### config.mk
export PLATFORM = sky130hd
export DESIGN_NAME = smdt_queue
export DESIGN_NICKNAME = d
export VERILOG_FILES = /design/src/rtl/shadow_map_depth_test_top_defines.svh /design/src/rtl/smdt_pkg.sv /design/src/rtl/smdt_queue.sv
export SDC_FILE = /design/constraint.sdc
export NUM_CORES = 1
export LEC_CHECK = 0
export ABC_AREA = 1
export BUFFER_PORTS_ARGS = -buffer_cell sky130_fd_sc_hd__buf_2
export CAP_MARGIN = 10
export CORE_MARGIN = 4
export CORE_UTILIZATION = 53
export DETAILED_ROUTE_END_ITERATION = 7
export PLACE_DENSITY_LB_ADDON = 0.1
export SYNTH_ARGS = -nofsm -noshare
export SYNTH_HDL_FRONTEND = slang
export SYNTH_SLANG_ARGS = --single-unit
### constraint.sdc
create_clock -name clk -period 2.3 [get_ports clk]
set_clock_uncertainty 0.15 [all_clocks]
set_input_delay 0.46 -clock clk [delete_from_list [all_inputs] [get_ports clk]]
set_output_delay 0.46 -clock clk [all_outputs]
set_load 0.02 [all_outputs]
### src/rtl/shadow_map_depth_test_top_defines.svh
// assertion macros used by smdt_back
`ifndef SHADOW_MAP_DEPTH_TEST_TOP_DEFINES_SVH
`define SHADOW_MAP_DEPTH_TEST_TOP_DEFINES_SVH

`ifndef SYNTH
`define SMDT_ASSERT(label, prop) \
  label: assert property (@(posedge clk) disable iff (rst) prop) \
    else $error("smdt check failed");
`define SMDT_ASSERT_ALWAYS(label, prop) \
  label: assert property (@(posedge clk) prop) \
    else $error("smdt check failed");
`else
`define SMDT_ASSERT(label, prop)
`define SMDT_ASSERT_ALWAYS(label, prop)
`endif

`endif

### src/rtl/smdt_pkg.sv
package smdt_pkg;

  // default sizes
  localparam int MAP_SIZE_DEF   = 1024;
  localparam int DEPTH_BITS_DEF = 16;

  // fixed-point constants
  localparam logic [11:0] BIAS_SLOPE = 12'd3277;
  localparam logic [12:0] BIAS_MIN   = 13'd328;
  localparam logic [16:0] ATT_SHADOW = 17'd13107;
  localparam logic [16:0] ATT_FULL   = 17'd65536;

  // register indexes
  localparam logic [2:0] REG_PROJ_X_LO = 3'd0;
  localparam logic [2:0] REG_PROJ_X_HI = 3'd1;
  localparam logic [2:0] REG_PROJ_Y_LO = 3'd2;
  localparam logic [2:0] REG_PROJ_Y_HI = 3'd3;
  localparam logic [2:0] REG_PROJ_Z_LO = 3'd4;
  localparam logic [2:0] REG_PROJ_Z_HI = 3'd5;
  localparam logic [2:0] REG_LIGHT     = 3'd6;
  localparam logic [2:0] REG_PCF       = 3'd7;

  typedef enum logic [2:0] {
    F_IDLE, F_DOT, F_PROJ, F_MAP, F_PUSH
  } front_state_t;

  typedef enum logic [1:0] {
    B_IDLE, B_READ, B_LAST, B_DONE
  } back_state_t;

  typedef struct packed {
    logic full;
    logic empty;
  } q_flags_t;

  // attenuation from texels compared and texels in shadow
  function automatic logic [16:0] att_lookup(input logic [2:0] total,
                                             input logic [2:0] cnt);
    logic [16:0] a;
    a = ATT_FULL;
    unique case ({total, cnt})
      {3'd1, 3'd1}: a = ATT_SHADOW;
      {3'd2, 3'd1}: a = 17'd32768;
      {3'd2, 3'd2}: a = ATT_SHADOW;
      {3'd3, 3'd1}: a = 17'd43691;
      {3'd3, 3'd2}: a = 17'd21845;
      {3'd3, 3'd3}: a = ATT_SHADOW;
      {3'd4, 3'd1}: a = 17'd49152;
      {3'd4, 3'd2}: a = 17'd32768;
      {3'd4, 3'd3}: a = 17'd16384;
      {3'd4, 3'd4}: a = ATT_SHADOW;
      default:      a = ATT_FULL;
    endcase
    return a;
  endfunction

endpackage

### src/rtl/smdt_queue.sv
module smdt_queue #(
  parameter int WIDTH = 8
) (
  input  logic                clk,
  input  logic                rst,
  input  logic                push,
  input  logic [WIDTH-1:0]    push_data,
  input  logic                pop,
  output logic [WIDTH-1:0]    head,
  output smdt_pkg::q_flags_t  flags
);

  logic [WIDTH-1:0] slot [2];
  logic             wptr;
  logic             rptr;
  logic [1:0]       count;

  // two-entry fifo between front and back
  always_ff @(posedge clk) begin
    if (rst) begin
      wptr  <= 1'b0;
      rptr  <= 1'b0;
      count <= 2'd0;
    end else begin
      if (push) begin
        wptr <= ~wptr;
      end
      if (pop) begin
        rptr <= ~rptr;
      end
      count <= count + {1'b0, push} - {1'b0, pop};
    end
  end

  always_ff @(posedge clk) begin
    if (push) begin
      slot[wptr] <= push_data;
    end
  end

  assign head        = slot[rptr];
  assign flags.full  = (count == 2'd2);
  assign flags.empty = (count == 2'd0);

endmodule

==> metrics.yaml <==
ys_ff_latch: 21
ir_worst_vdd_v: 0.000407
place.gp.congestion: 0.760
gr-usage-all-layers: 0.106
synth.avg_cell_area_um2: 14.9
antenna_found_initial: 0
fin_ws_ns: 0.276
drt_wl_total_um: 1110
grtUsageMet3: 0.0338
clock_latency_ns: 0.29
cap_violations: 0
hold_violations: 0
fin_nets: 96
yosys.area.top_type: "edfxtp_1"
initial_core_util: 0.555
clockRootBuffer: "clkbuf_4"
finalInstanceArea_um2: 985
p_sw_mw: 0.186
wl_per_cell_um: 11.4
power_leakage_nw: 0.444
rsz0062_at_grt: "no"
holdCritPathClass: "in -> reg"
ant_nets: 0
place_ws_ns: 0.583
via_per_inst: 4.82
cts_hold_buf: 0
overflow: 0
crit-reg2reg-launch: "count[0]"
clk_pin_slew_ns: 0.11
clockPowerShare: 0.222
status: "finished clean"
end_kind: "output port"
powerDensity_nw_per_um2: 758
crit_path_max_fanout: 8
grt_pass1_vias: 390
slew_headroom: 0.682
vias: 468
use_met2: 0.169
yosysTopAreaCellShare: 0.575
grt_max_degree: 13
pwr-share-comb: 0.173
critPathKind: "reg -> out"
dp_hpwl_um: 855
synth_area_um2: 836
die_h_um: 47.7
instances_no_fill: 97
start_kind: "flop"
drc_errors: 0
setup-tns-final_ns: 0
grt_first_pass_wirelength_um: 1620
antenna_cells: 0
portBuffers: 21
switching_share: 0.249
crit_required_ns: 1.69
tritoncts: "done"
dieWidth_um: 47.7
total_power_mw: 0.747
top_usage_layer: "met2"
die-area_um2: 2280
setup_viol: 0
final_max_slew_viol_count: 0
io-pin-count: 22
core_um2: 1510
tightest_slew_ns: 0.477
syn_inst: 56
power_frac_seq: 0.605
p_int_mw: 0.560
place_inst: 93
cts_max_level: 1
layout-drive-gt1-share: 0.420
synth_nets: 70
min_period_over_period: 0.880
crit_arrival_ns: 1.41
final_util: 0.654
area_growth_pct: 17.8
hold_start: "push_data[6]"
drt_iter0_markers: 5
dpl-instance-area_um2: 957
synthTopCellsByArea: "edfxtp_1 (57%), mux2_4 (14%), dfxtp_1 (12%), inv_1 (3.6%), nor2_1 (3.6%)"
fmax_ghz: 0.494
finalCriticalPeriod_ns: 2.02
grtUsageMet1: 0.130
yosys_warnings: 0
cts_max_path_buffers: 2
seq_area_frac_synth: 0.695
post-cts-setup-buffer-count: 0
numCtsBuffers: 3
timing.hold.ws_ns: 0.199
ctsResizeCount: 0
dr.pass1.iters: 3
rows: 14
synth_cell_types: 12
cts_num_sinks: 21
-- layer usage --
| metal | routed length [um] | vias up | part of all wire |
|---|---|---|---|
| met3 | 71 | 2 | 0.064 |
| met5 | 0 | - | 0 |
| li1 | - | 243 | - |
| met1 | 484 | 210 | 0.44 |
| met4 | 6 | 0 | 0.0054 |
| met2 | 544 | 13 | 0.49 |
-- registers in the layout, indices dropped and copies added, names as in the netlist, named ones only --
signal,count
count,2
rptr,1
slot,16
wptr,1
-- layout make-up --
type                       count  area [um2]
fill                         124         522
clock inverter                 1        5.00
multi-input combinational     26         214
inverter                       8        30.0
timing repair buffer          22         113
tap                           16        20.0
clock buffer                   3        22.5
sequential                    21         581
-- final timing paths --
kind	end	slack [ns]	cells after the start
max reg2reg	count[1]	0.86	8
min reg2reg	rptr	0.38	2
min	slot[0][6]	0.20	1
max	head[3]	0.28	2
-- cells by family after synthesis --
family,synth area share
AO/OA/AOI/OAI,0.00598
XOR/XNOR,0.0105
buffers and inverters,0.0494
adder cells (fa/ha/maj),0.0299
AND/OR/NAND/NOR,0.0659
multiplexers,0.144
flip-flops,0.695
-- cell usage after synthesis --
| master | instances |
|---|---|
| a21oi_1 | 1 |
| buf_6 | 1 |
| dfxtp_1 | 5 |
| edfxtp_1 | 16 |
| ha_1 | 2 |
| inv_1 | 8 |
| mux2_4 | 8 |
| nand2_1 | 4 |
| nand3_1 | 1 |
| nor2_1 | 8 |
| nor3_1 | 1 |
| xnor2_1 | 1 |
-- power by group through the flow --
stage               combinational, mW  sequential, mW  clock (mW)
finish                          0.129           0.452       0.166
global route                    0.142           0.456       0.187
CTS                             0.131           0.452       0.171
detailed placement              0.131           0.461           0
global placement                0.128           0.460           0
floorplan                      0.0998           0.451           0
-- worst max-delay path, stage by stage (launching register included) --
cell     delay [ns]
dfxtp_1        0.63
mux2_4         0.34
buf_2          0.16
-- layout by cell type, fill, tap and decap left out, drive strengths merged --
cell type,instances
nor2,8
edfxtp,16
mux2,8
clkbuf,3
dfxtp,5
clkinv,1
nand2,4
inv,8
ha,2
a21oi,1
buf,22
nor3,1
nand3,1
xnor2,1
(Power assumes the default switching activity.)
